$ cat config.mk
export PLATFORM = sky130hd
export DESIGN_NAME = node_filter_weight_prefix
export DESIGN_NICKNAME = d
export VERILOG_FILES = /design/src/rtl/nfwp_pkg.sv /design/src/rtl/nfwp_div.sv /design/src/rtl/node_filter_weight_prefix.sv
export SDC_FILE = /design/constraint.sdc
export NUM_CORES = 1
export LEC_CHECK = 0
export ABC_AREA = 1
export BUFFER_PORTS_ARGS = -buffer_cell sky130_fd_sc_hd__buf_2
export CAP_MARGIN = 40
export CORE_UTILIZATION = 53
export CTS_BUF_LIST = sky130_fd_sc_hd__clkbuf_16
export CTS_CLUSTER_DIAMETER = 80
export DETAILED_ROUTE_END_ITERATION = 8
export PLACE_DENSITY = 0.81
export SYNTH_ARGS = -nofsm -noshare
export SYNTH_HDL_FRONTEND = slang
export SYNTH_SLANG_ARGS = --single-unit
$ cat constraint.sdc
create_clock -name clk -period 18.92 [get_ports clk]
set_input_delay 1.892 -clock clk [delete_from_list [all_inputs] [get_ports clk]]
set_output_delay 1.892 -clock clk [all_outputs]
set_load 0.05 [all_outputs]
$ cat src/rtl/nfwp_pkg.sv
// ----------------------------------------------------------------------------
// nfwp_pkg
// Types and constants shared by the node filter and its sequential divider.
// ----------------------------------------------------------------------------
package nfwp_pkg;

    localparam int DIV_W     = 32;
    localparam int HALF_W    = 16;
    localparam int DIV_CNT_W = 6;

    localparam int CFG_IDX_W = 2;
    localparam logic [CFG_IDX_W-1:0] CFG_DEP_FLOOR    = 2'd0;
    localparam logic [CFG_IDX_W-1:0] CFG_FILTER_PROPS = 2'd1;
    localparam logic [CFG_IDX_W-1:0] CFG_WL_ACTIVE    = 2'd2;

    localparam logic [15:0] WEIGHT_MAX = 16'hFFFF;
    localparam logic [31:0] AVG_NUM    = 32'd10000;
    localparam logic [31:0] CAP_MIN    = 32'd100;
    localparam logic [31:0] CAP_ADD    = 32'd100;
    // above this capacity the default average is zero
    localparam logic [31:0] CAP_LIMIT  = AVG_NUM - CAP_ADD;
    localparam logic [31:0] RESP_MIN   = 32'd4;

    localparam int SUM_W = 24;
    localparam int CNT_W = 9;
    localparam logic [SUM_W-1:0] SUM_MAX = 24'hFFFFFF;
    localparam int CNT_HARD_MAX = 511;

    localparam int IN_DATA_W  = 352;
    localparam int OUT_DATA_W = 80;

    typedef struct packed {
        logic start;
        logic half_op;   // dividend in low 16 bits, 16 iterations
    } nfwp_div_req_t;

    typedef struct packed {
        logic busy;
        logic done;
    } nfwp_div_sts_t;

    typedef enum logic [4:0] {
        ST_IDLE   = 5'b00001,
        ST_FILTER = 5'b00010,
        ST_DIV1   = 5'b00100,
        ST_DIV2   = 5'b01000,
        ST_FINISH = 5'b10000
    } nfwp_state_t;

endpackage

$ cat src/rtl/nfwp_div.sv
// ----------------------------------------------------------------------------
// nfwp_div
// Restoring unsigned divider, one quotient bit per cycle, 32 or 16 steps.
// ----------------------------------------------------------------------------
module nfwp_div
    import nfwp_pkg::*;
(
    input  logic              clk,
    input  logic              rst_n,
    input  nfwp_div_req_t     req,
    input  logic [DIV_W-1:0]  dividend,
    input  logic [DIV_W-1:0]  divisor,
    output nfwp_div_sts_t     sts,
    output logic [DIV_W-1:0]  quotient
);

    logic                 busy_reg, busy_next;
    logic                 done_reg, done_next;
    logic [DIV_CNT_W-1:0] count_reg, count_next;
    logic [DIV_W-1:0]     rem_reg, rem_next;
    logic [DIV_W-1:0]     quo_reg, quo_next;
    logic [DIV_W-1:0]     dsr_reg, dsr_next;
    logic [DIV_W:0]       rem_shift;
    logic [DIV_W:0]       diff;

    assign rem_shift = {rem_reg, quo_reg[DIV_W-1]};
    assign diff      = rem_shift - {1'b0, dsr_reg};

    always_comb
    begin
        busy_next  = busy_reg;
        done_next  = 1'b0;
        count_next = count_reg;
        rem_next   = rem_reg;
        quo_next   = quo_reg;
        dsr_next   = dsr_reg;
        if (req.start)
        begin
            busy_next = 1'b1;
            rem_next  = '0;
            dsr_next  = divisor;
            if (req.half_op)
            begin
                quo_next   = {dividend[HALF_W-1:0], {(DIV_W-HALF_W){1'b0}}};
                count_next = DIV_CNT_W'(HALF_W);
            end
            else
            begin
                quo_next   = dividend;
                count_next = DIV_CNT_W'(DIV_W);
            end
        end
        else if (busy_reg)
        begin
            if (!diff[DIV_W])
            begin
                rem_next = diff[DIV_W-1:0];
                quo_next = {quo_reg[DIV_W-2:0], 1'b1};
            end
            else
            begin
                rem_next = rem_shift[DIV_W-1:0];
                quo_next = {quo_reg[DIV_W-2:0], 1'b0};
            end
            count_next = count_reg - 1'b1;
            if (count_reg == DIV_CNT_W'(1))
            begin
                busy_next = 1'b0;
                done_next = 1'b1;
            end
        end
    end

    always_ff @(posedge clk or negedge rst_n)
    begin
        if (!rst_n)
        begin
            busy_reg  <= 1'b0;
            done_reg  <= 1'b0;
            count_reg <= '0;
        end
        else
        begin
            busy_reg  <= busy_next;
            done_reg  <= done_next;
            count_reg <= count_next;
        end
    end

    always_ff @(posedge clk)
    begin
        rem_reg <= rem_next;
        quo_reg <= quo_next;
        dsr_reg <= dsr_next;
    end

    assign sts.busy = busy_reg;
    assign sts.done = done_reg;
    assign quotient = quo_reg;

endmodule

$ cat src/rtl/node_filter_weight_prefix.sv
// ----------------------------------------------------------------------------
// node_filter_weight_prefix
// Node filter with speed weight and running prefix sum over kept nodes.
// ----------------------------------------------------------------------------
// usage:
//   s_* stream carries one node record per word, s_tlast marks the last node
//   of a list. m_* stream returns one result word per node, m_tlast copies
//   the input's last flag and marks the final totals.
//   cfg_* writes the deposit floor (0), filter_props (1), whitelist_active (2);
//   other indexes are dropped. write only while no node is in flight.
//   a node is processed alone: s_tready is high only in the idle state.
//   a rejected node goes from the filter state to the finish state. a kept node
//   goes through the shared divider twice: avg (32 steps from the response
//   figures, 16 from capacity) and then 65535/avg (16 steps); the second pass
//   is skipped when avg is zero, and the divider sets the rate.
//   the next node is taken the cycle after the result is registered, so a
//   stalled receiver holds at most one finished word while a new node runs;
//   a second finished word waits in the sequencer until the first is taken.
//   reset clears the registers, the running sums and the output valid.
// ----------------------------------------------------------------------------
module node_filter_weight_prefix
    import nfwp_pkg::*;
#(
    parameter int MAX_NODES = 256
)
(
    input  logic                  clk,
    input  logic                  rst_n,
    // now time, ban end, deposit, property bits, capacity,
    // response number, response sum
    input  logic [IN_DATA_W-1:0]  s_tdata,
    // boot_node, whitelisted
    input  logic [1:0]            s_tuser,
    input  logic                  s_tlast,
    input  logic                  s_tvalid,
    output logic                  s_tready,
    // selected, node_weight, range_start, sum including this node, found_count,
    // div_zero, zero fill
    output logic [OUT_DATA_W-1:0] m_tdata,
    output logic                  m_tlast,
    output logic                  m_tvalid,
    input  logic                  m_tready,
    input  logic                  cfg_valid,
    output logic                  cfg_ready,
    input  logic [CFG_IDX_W-1:0]  cfg_index,
    input  logic [63:0]           cfg_data
);

    localparam int CntCap = (MAX_NODES < CNT_HARD_MAX) ? MAX_NODES : CNT_HARD_MAX;

    nfwp_state_t state_reg, state_next;

    logic [63:0] dep_floor_reg;
    logic [63:0] filter_props_reg;
    logic        wl_active_reg;

    logic [63:0] now_reg, bl_until_reg, deposit_reg, props_reg;
    logic [31:0] capacity_reg, resp_cnt_reg, resp_tot_reg;
    logic        boot_reg, wl_reg, last_reg;

    logic        sel_reg, sel_next;
    logic        dz_reg, dz_next;
    logic [15:0] weight_reg, weight_next;

    logic [SUM_W-1:0] weight_sum_reg, weight_sum_next;
    logic [CNT_W-1:0] found_total_reg, found_total_next;

    logic [OUT_DATA_W-1:0] out_data_reg, out_data_next;
    logic                  out_last_reg, out_last_next;
    logic                  out_valid_reg, out_valid_next;

    nfwp_div_req_t    div_req;
    nfwp_div_sts_t    div_sts;
    logic [DIV_W-1:0] div_dividend;
    logic [DIV_W-1:0] div_divisor;
    logic [DIV_W-1:0] div_quotient;

    logic             in_take;
    logic             load_out;
    logic             props_ok;
    logic             pass;
    logic [DIV_W-1:0] cap_divisor;
    logic [SUM_W:0]   sum_add;
    logic [SUM_W-1:0] sum_new;
    logic [CNT_W-1:0] cnt_new;

    assign s_tready  = (state_reg == ST_IDLE);
    assign in_take   = s_tvalid && s_tready;
    assign cfg_ready = 1'b1;
    assign load_out  = (state_reg == ST_FINISH) && (!out_valid_reg || m_tready);

    // configuration registers
    always_ff @(posedge clk or negedge rst_n)
    begin
        if (!rst_n)
        begin
            dep_floor_reg    <= '0;
            filter_props_reg <= '0;
            wl_active_reg    <= 1'b0;
        end
        else if (cfg_valid && cfg_ready)
        begin
            case (cfg_index)
                CFG_DEP_FLOOR:    dep_floor_reg    <= cfg_data;
                CFG_FILTER_PROPS: filter_props_reg <= cfg_data;
                CFG_WL_ACTIVE:    wl_active_reg    <= cfg_data[0];
                default:          ;
            endcase
        end
    end

    // input word capture
    always_ff @(posedge clk)
    begin
        if (in_take)
        begin
            now_reg      <= s_tdata[63:0];
            bl_until_reg <= s_tdata[127:64];
            deposit_reg  <= s_tdata[191:128];
            props_reg    <= s_tdata[255:192];
            capacity_reg <= s_tdata[287:256];
            resp_cnt_reg <= s_tdata[319:288];
            resp_tot_reg <= s_tdata[351:320];
            boot_reg     <= s_tuser[0];
            wl_reg       <= s_tuser[1];
            last_reg     <= s_tlast;
        end
    end

    // property filter: required bits present, height at most the configured one unless that is zero
    assign props_ok = ((filter_props_reg[31:0] & props_reg[31:0]) == filter_props_reg[31:0])
                   && ((filter_props_reg[39:32] == 8'd0)
                       || (props_reg[39:32] <= filter_props_reg[39:32]));

    assign pass = (bl_until_reg <= now_reg)
               && (boot_reg
                   || (!(wl_active_reg && !wl_reg)
                       && (deposit_reg >= dep_floor_reg)
                       && props_ok));

    // all ones gives a zero quotient when capacity+100 exceeds 10000
    assign cap_divisor = (capacity_reg > CAP_LIMIT) ? {DIV_W{1'b1}}
                       : ((capacity_reg < CAP_MIN) ? (CAP_MIN + CAP_ADD)
                                                   : (capacity_reg + CAP_ADD));

    // sequencer
    always_comb
    begin
        state_next   = state_reg;
        sel_next     = sel_reg;
        dz_next      = dz_reg;
        weight_next  = weight_reg;
        div_req      = '0;
        div_dividend = resp_tot_reg;
        div_divisor  = resp_cnt_reg;
        case (state_reg)
            ST_IDLE:
            begin
                if (in_take)
                begin
                    state_next = ST_FILTER;
                end
            end
            ST_FILTER:
            begin
                sel_next    = pass;
                dz_next     = 1'b0;
                weight_next = '0;
                if (!pass)
                begin
                    state_next = ST_FINISH;
                end
                else
                begin
                    div_req.start = 1'b1;
                    if (resp_cnt_reg <= RESP_MIN)
                    begin
                        div_req.half_op = 1'b1;
                        div_dividend    = AVG_NUM;
                        div_divisor     = cap_divisor;
                    end
                    state_next = ST_DIV1;
                end
            end
            ST_DIV1:
            begin
                if (div_sts.done)
                begin
                    if (div_quotient == '0)
                    begin
                        dz_next     = 1'b1;
                        weight_next = WEIGHT_MAX;
                        state_next  = ST_FINISH;
                    end
                    else
                    begin
                        div_req.start   = 1'b1;
                        div_req.half_op = 1'b1;
                        div_dividend    = {{(DIV_W-HALF_W){1'b0}}, WEIGHT_MAX};
                        div_divisor     = div_quotient;
                        state_next      = ST_DIV2;
                    end
                end
            end
            ST_DIV2:
            begin
                if (div_sts.done)
                begin
                    weight_next = div_quotient[HALF_W-1:0];
                    state_next  = ST_FINISH;
                end
            end
            ST_FINISH:
            begin
                if (load_out)
                begin
                    state_next = ST_IDLE;
                end
            end
            default:
            begin
                state_next = ST_IDLE;
            end
        endcase
    end

    nfwp_div u_div
    (
        .clk      (clk),
        .rst_n    (rst_n),
        .req      (div_req),
        .dividend (div_dividend),
        .divisor  (div_divisor),
        .sts      (div_sts),
        .quotient (div_quotient)
    );

    // running sums with saturation
    assign sum_add = {1'b0, weight_sum_reg} + (SUM_W+1)'(weight_reg);
    assign sum_new = sel_reg ? (sum_add[SUM_W] ? SUM_MAX : sum_add[SUM_W-1:0])
                             : weight_sum_reg;
    assign cnt_new = (sel_reg && (found_total_reg < CNT_W'(CntCap)))
                   ? found_total_reg + 1'b1 : found_total_reg;

    always_comb
    begin
        weight_sum_next  = weight_sum_reg;
        found_total_next = found_total_reg;
        out_data_next    = out_data_reg;
        out_last_next    = out_last_reg;
        out_valid_next   = out_valid_reg;
        if (m_tready)
        begin
            out_valid_next = 1'b0;
        end
        if (load_out)
        begin
            out_valid_next = 1'b1;
            out_last_next  = last_reg;
            out_data_next  = {5'd0, dz_reg, cnt_new, sum_new, weight_sum_reg,
                              weight_reg, sel_reg};
            // the last node closes the list
            weight_sum_next  = last_reg ? '0 : sum_new;
            found_total_next = last_reg ? '0 : cnt_new;
        end
    end

    always_ff @(posedge clk or negedge rst_n)
    begin
        if (!rst_n)
        begin
            state_reg       <= ST_IDLE;
            weight_sum_reg  <= '0;
            found_total_reg <= '0;
            out_valid_reg   <= 1'b0;
        end
        else
        begin
            state_reg       <= state_next;
            weight_sum_reg  <= weight_sum_next;
            found_total_reg <= found_total_next;
            out_valid_reg   <= out_valid_next;
        end
    end

    always_ff @(posedge clk)
    begin
        sel_reg      <= sel_next;
        dz_reg       <= dz_next;
        weight_reg   <= weight_next;
        out_data_reg <= out_data_next;
        out_last_reg <= out_last_next;
    end

    assign m_tdata  = out_data_reg;
    assign m_tlast  = out_last_reg;
    assign m_tvalid = out_valid_reg;

    // divider is never busy while a new word can be accepted
    assert property (@(posedge clk) disable iff (!rst_n) s_tready |-> !div_sts.busy)
        else $error("divider busy in idle state");

    // a rejected node carries no weight and leaves the sum unchanged
    assert property (@(posedge clk) disable iff (!rst_n)
        (m_tvalid && !m_tdata[0]) |->
            (m_tdata[16:1] == 16'd0) && (m_tdata[64:41] == m_tdata[40:17])
            && !m_tdata[74])
        else $error("rejected node with weight");

    // the running sums restart after the last node
    assert property (@(posedge clk) disable iff (!rst_n)
        (load_out && last_reg) |=> (weight_sum_reg == '0) && (found_total_reg == '0))
        else $error("sums not cleared after last node");

    assert property (@(posedge clk) disable iff (!rst_n)
        found_total_reg <= CNT_W'(CntCap))
        else $error("node count above cap");

endmodule

==> run_results.csv, run 1 <==
group,metric,value,unit
status,status,"finished clean",
synthesis,ys_warn_count,0,
final_layout,largest_reg_flops,75,
clocking,cts.sinks,673,
global_routing,grt_pass1_wl,123000,µm
timing,max_clock_freq,243,MHz
placement,dp_slack,14.18,ns
setup_path,cp_data_required_time,19.18,ns
timing,finalHoldViolations,0,
timing,fin_crit,4.11,ns
clocking,cts_tree,"done",
routing,met3_length,6470,µm
final_layout,area_growth,18.0,%
min_path,hold_class,"flop to flop",
setup_path,cp_data_arrival_time,4.37,ns
setup_path,r2r_start,"state_reg[0]",
synthesis,ys_types,59,
routing,ant_nets,0,
min_path,min_from,"weight_reg[12]",
job,cap_violations,0,
routing,wl_met1,31300,µm
synthesis,syn_area,32200,µm²
setup_path,crit_chain,"buf_2 -> nor2_1 -> inv_1 -> nor2_1 -> nor2_1 -> o21ai_0 -> nor2_4 -> buf_4 -> buf_4",
setup_path,end_kind,"flop",
synthesis,netlist.area_leader.share,45.6,%
synthesis,yosysTopAreaCell,"edfxtp_1",
floorplan,dieWidth,249,µm
setup_path,rr_endpoint,"bl_until_reg[28]",
final_layout,layout_commonest_cell,"nand2_1",
timing,setup_tns,0,ns
global_routing,grt_antenna_before_repair,34,
clocking,root_buffer,"clkbuf_16",
clocking,htree_levels,3,
final_layout,layout.nets,4318,
routing,vias,24100,
floorplan,fp.dieH,249,µm
setup_path,crit_fanout,55,
setup_path,worstSetupPathType,"input port to flop",
floorplan,coreArea,60200,µm²
setup_path,cpMostUsedCell,"nor2_1",
timing,finClkSkew,0.0274,ns
routing,via_per_inst,5.29,
setup_path,r2r_slack,14.89,ns
clocking,cts_resized,0,
synthesis,ys_ff_latch,673,
routing,drc,0,
setup_path,slowest_delay,0.68,ns
placement,port_buffers,479,
clocking,cts_setup_buffers,0,
final_layout,utilization,63.1,%
timing,timing.final.ws_setup,14.81,ns
synthesis,avgSynthCellArea,10.0,µm²
setup_path,ff2ff_path_depth,10,
floorplan,ios,510,
timing,rsz0062_at_grt,"no",
power_and_ir_drop,power_density,167,nW/µm²
floorplan,row_count,90,
routing,drt_pass1_iterations,5,
clocking,ctsHoldBuffers,0,
clocking,clk_latency,0.62,ns
min_path,hold_depth,0,
timing,worst_pin_slew,1.22,ns
timing,slew_headroom,18.4,%
floorplan,dieArea,61800,µm²
clocking,cts_buffer_depth,3,
power_and_ir_drop,irDropWorstVdd,0.000157,V
routing,drt_iter0_markers,1943,
setup_path,cp_slowest_cell,"buf_4",
timing,slew_violations,0,
power_and_ir_drop,p_leak,17.7,nW
timing,setup_violations,0,
final_layout,layout_common_cells,"nand2_1, inv_1, edfxtp_1, buf_2, o21ai_0",
synthesis,synth_edf_count,489,
routing,wl_per_cell,17.4,µm
global_routing,grt_max_degree,191,
clocking,clkTransAtPathRegs,0.06,ns
floorplan,initial_core_util,53.5,%
min_path,min_to,"m_tdata[13]",
routing,highest_layer,"met5",
synthesis,yosys-top-cells-area,"edfxtp_1, dfrtp_1, nand2_1, ha_1, inv_1",
routing,dr_wl_met2,37900,µm
synthesis,yosysSeqAreaShare,59.4,%
global_routing,gr-total-overflow,0,
clocking,cts_buffers,75,
final_layout,drive_gt1_share,18.6,%
synthesis,async_reset_ff_share,22.6,%
global_routing,grt_pass1_vias,23500,
setup_path,critPathLaunchType,"input port",
placement,dp_hpwl,58200,µm
timing,fin_crit_sh,21.7,%
global_routing,track_usage,25.6,%
synthesis,syn_inst,3207,
placement,place.gp.congestion,0.928,
routing,routed_wirelength,79300,µm
synthesis,synth_ff_type,"edfxtp_1",
## area by class of cell
class / count / area (µm²)
Inverter: 523 / 1970
Antenna cell: 24 / 60.1
Clock buffer: 76 / 1900
Sequential cell: 673 / 19100
Clock inverter: 62 / 632
Multi-Input combinational cell: 1930 / 10700
Fill cell: 4584 / 22200
Timing Repair Buffer: 498 / 2640
Tap cell: 782 / 978
## layer usage
metal,vias to the layer above,global-route usage [%]
li1,11700,-
met1,11200,31.9
met2,1015,42.3
met3,202,5.68
met4,26,12.3
met5,-,0
## how the worst max path moves through the flow
stage	start	end	slack [ns]
final	m_tready	bl_until_reg[28]	14.81
after global routing	state_reg[0]	resp_tot_reg[24]	14.52
after CTS	m_tready	resp_tot_reg[24]	14.85
after detailed placement	m_tready	bl_until_reg[30]	14.18
after global placement	m_tready	bl_until_reg[26]	13.79
after floorplan	m_tready	bl_until_reg[0]	1.93
## critical path: cells and delay by family
kind,cells,cell delay [ns]
AOI/OAI and AO/OA,1,0.18
buffers and inverters,4,1.48
and+or+nand+nor,4,0.74
## cell families after synthesis
group | count (synthesis) | synth area share, %
compound gates | 508 | 8.72
xor+xnor | 51 | 1.39
fa+ha+maj | 191 | 7.46
buf+inv | 608 | 7.51
flops | 673 | 59.4
other cells | 2 | 0.0233
simple gates | 1174 | 15.5
## synthesized netlist by cell type, drive strengths merged (15+ instances only)
library cell and count:
xor2 36, nand3 126, edfxtp 489, o21ai 234
inv 523, xnor2 15, dfxtp 32, nor4 28
nor3 22, nor2 208, o22ai 40, clkbuf 53
a21o 15, dfrtp 151, a21oi 189, nand2 742
buf 32, ha 189, nand4 37
## per-stage QoR
stage               total power (W)  cell area (µm²)  std cells  hold WS, ns
floorplan                   0.00444            32200       3211        0.400
global placement            0.00474            35300       4402        0.443
detailed placement          0.00486            35400       4406        0.460
CTS                         0.00637            38000       4544        0.467
global route                0.00678            38000       4564        0.482
finish                      0.00636            38000       4568        0.475
## where the power goes
part | leakage [nW] | internal, W | switching, W
Sequential | 6.73 | 0.00231 | 0.000273
Clock | 1.27 | 0.000866 | 0.000610
Combinational | 9.67 | 0.000766 | 0.00153
Total | 17.7 | 0.00394 | 0.00242
No activity file was read; power rests on OpenSTA's default activity.
==> inputs of run 2 (changes only) <==
Clock period 18.92 ns to 4.1 ns, I/O delays scaled along.
==> run 2 against run 1 <==
Hold slack worse by 0.44 ns. Non-clock buffer count is 334 higher. Combinational power grew to 5.0 times the previous value. Largest power group unchanged. Global-route usage is 5.5 points higher. Critical path depth is 9 higher. Sequential cell count stayed put. Sequential power grew to 4.7 times the previous value. Clock skew is 0.0097 ns higher. Routed wire length is 24% higher. Largest cell class unchanged. Via count is 12% higher. Die area stayed put. Design area is 8.5% higher.
==> run_results.csv, run 2 (synthesized netlist as in run 1, its figures left out) <==
group,metric,value,unit
setup_path,worstSetupPathType,"flop to flop",
placement,place.gp.congestion,0.919,
power_and_ir_drop,seqPwrFrac,39.8,%
timing,slew_violations,0,
timing,finalHoldViolations,0,
clocking,cts_tree,"done",
clocking,htree_levels,3,
placement,dp_hpwl,58900,µm
floorplan,dieWidth,249,µm
setup_path,crit_fanout,34,
final_layout,postLayoutCellArea,41300,µm²
clocking,clk_latency,0.64,ns
setup_path,end_kind,"flop",
clocking,cts.sinks,673,
timing,worst_pin_slew,0.876,ns
timing,setup_violations,0,
job,cap_violations,0,
final_layout,layout.cells.non_filler,4900,
global_routing,gr-total-overflow,0,
clocking,cts_buffer_depth,3,
setup_path,r2r_start,"now_reg[3]",
global_routing,track_usage,31.1,%
global_routing,grt_pass1_vias,27100,
global_routing,grt_max_degree,105,
power_and_ir_drop,swShare,39.4,%
setup_path,ff2ff_path_depth,18,
final_layout,layout.nets,4648,
power_and_ir_drop,power_switching,0.0119,W
clocking,root_buffer,"clkbuf_16",
timing,rsz0062_at_grt,"no",
routing,drt_iter0_markers,2698,
setup_path,critPathLaunchType,"flop",
clocking,clkTransAtPathRegs,0.07,ns
global_routing,grt_pass1_wl,149000,µm
power_and_ir_drop,p_leak,19.0,nW
floorplan,ios,510,
timing,finClkSkew,0.0371,ns
setup_path,endpoint,"u_div.quotient[19]",
global_routing,grt_antenna_before_repair,28,
setup_path,cp_data_arrival_time,3.87,ns
power_and_ir_drop,power_density,735,nW/µm²
clocking,cts_resized,0,
final_layout,layout_commonest_cell,"nand2_1",
power_and_ir_drop,combPwrFrac,37.9,%
setup_path,rr_endpoint,"u_div.quotient[19]",
clocking,cts_buffers,71,
final_layout,layout_common_cells,"nand2_1, inv_1, edfxtp_1, buf_2, dlygate4sd3_1",
floorplan,dieArea,61800,µm²
floorplan,fp.dieH,249,µm
final_layout,area_growth,28.1,%
routing,via_per_inst,5.54,
power_and_ir_drop,power.internal,0.0184,W
clocking,ctsHoldBuffers,328,
power_and_ir_drop,irDropWorstVdd,0.000475,V
final_layout,drive_gt1_share,17.2,%
placement,dpl.cell_count,4411,
clocking,cts_setup_buffers,0,
timing,max_clock_freq,278,MHz
timing,fin_crit_sh,87.8,%
placement,port_buffers,479,
routing,wl_per_cell,20.1,µm
timing,hold_ws,0.0312,ns
setup_path,setup.worst_path.start,"now_reg[3]",
setup_path,r2r_slack,0.50,ns
routing,drc,0,
timing,slew_headroom,41.4,%
routing,routed_wirelength,98200,µm
floorplan,row_count,90,
routing,vias,27200,
status,status,"finished clean",
floorplan,coreArea,60200,µm²
setup_path,cp_data_required_time,4.37,ns
floorplan,initial_core_util,53.5,%
routing,ant_nets,0,
min_path,hold_class,"input port to flop",
final_layout,largest_reg_flops,75,
routing,drt_pass1_iterations,6,
timing,fin_crit,3.60,ns
placement,place_area,35500,µm²
power_and_ir_drop,pwr-share-clk,22.3,%
run 2: changes by cell type in the layout (fill, tap and decap cells not counted), sizes merged:
cell         change
clkinvlp         +3
dlygate4sd3    +329
clkinv          -10
clkbuf           -4
buf              +5
inv              +3
bufinv           +1
diode            +5
run 2: worst min path at each step:
stage / from / endpoint / slack (ns) / cells after the start
2_1_floorplan: rst_n / dep_floor_reg[0] / 0.11 / 0
3_3_place_gp: weight_reg[11] / m_tdata[12] / 0.46 / 0
3_5_place_dp: rst_n / filter_props_reg[10] / 0.25 / 1
4_1_cts: s_tdata[266] / capacity_reg[10] / 0.0004 / 1
5_1_grt: s_tdata[7] / now_reg[7] / 0.002 / 1
6_report: s_tdata[7] / now_reg[7] / 0.03 / 1
run 2: power groups by stage:
stage / Clock, W / Sequential, W / Combinational (W)
after CTS: 0.00669 / 0.0119 / 0.0109
after detailed placement: 0 / 0.0120 / 0.0105
after floorplan: 0 / 0.0112 / 0.00701
after global routing: 0.00706 / 0.0122 / 0.0127
after global placement: 0 / 0.0119 / 0.0100
final: 0.00677 / 0.0121 / 0.0115
run 2: per-layer routing:
metal	global-route usage [%]	part of all wire (%)	vias to the layer above
met5	0	0.010	-
met2	51.7	48	1700
met4	18.1	6.2	2
met3	6.70	8.7	381
met1	37.5	37	12700
li1	-	-	12300
run 2: cell type report:
| cell class | instances | area [µm²] |
|---|---|---|
| sequential | 673 | 19100 |
| fill | 3992 | 19000 |
| multi-input combinational | 1930 | 10700 |
| timing repair buffer | 832 | 5990 |
| inverter | 523 | 1970 |
| clock buffer | 72 | 1800 |
| tap | 782 | 978 |
| clock inverter | 59 | 603 |
| antenna | 29 | 72.6 |
run 2: worst max-delay path: stages (launching register included):
cell and delay (ns):
edfxtp_1 0.46, inv_1 0.10, ha_1 0.36, a21oi_1 0.34, o21ai_0 0.24, nand2_1 0.13
nand2_1 0.06, nand2_1 0.07, nand2_1 0.11, nand2_1 0.09, nand2_1 0.05, nand2_1 0.07
nand2_2 0.06, nand2_4 0.11, nand3_4 0.16, nand2_4 0.17, inv_4 0.14, nand2_1 0.15
buf_4 0.38
run 2: stage by stage:
step / TNS (ns) / power [W] / setup slack (ns) / utilization, %
finish: 0 / 0.0303 / 0.500 / 68.5
global placement: 0 / 0.0219 / 0.912 / 58.8
floorplan: -818.83 / 0.0182 / -2.47 / -
detailed placement: 0 / 0.0224 / 0.849 / 58.9
CTS: 0 / 0.0294 / 0.825 / 68.4
global route: 0 / 0.0320 / 0.360 / 68.5
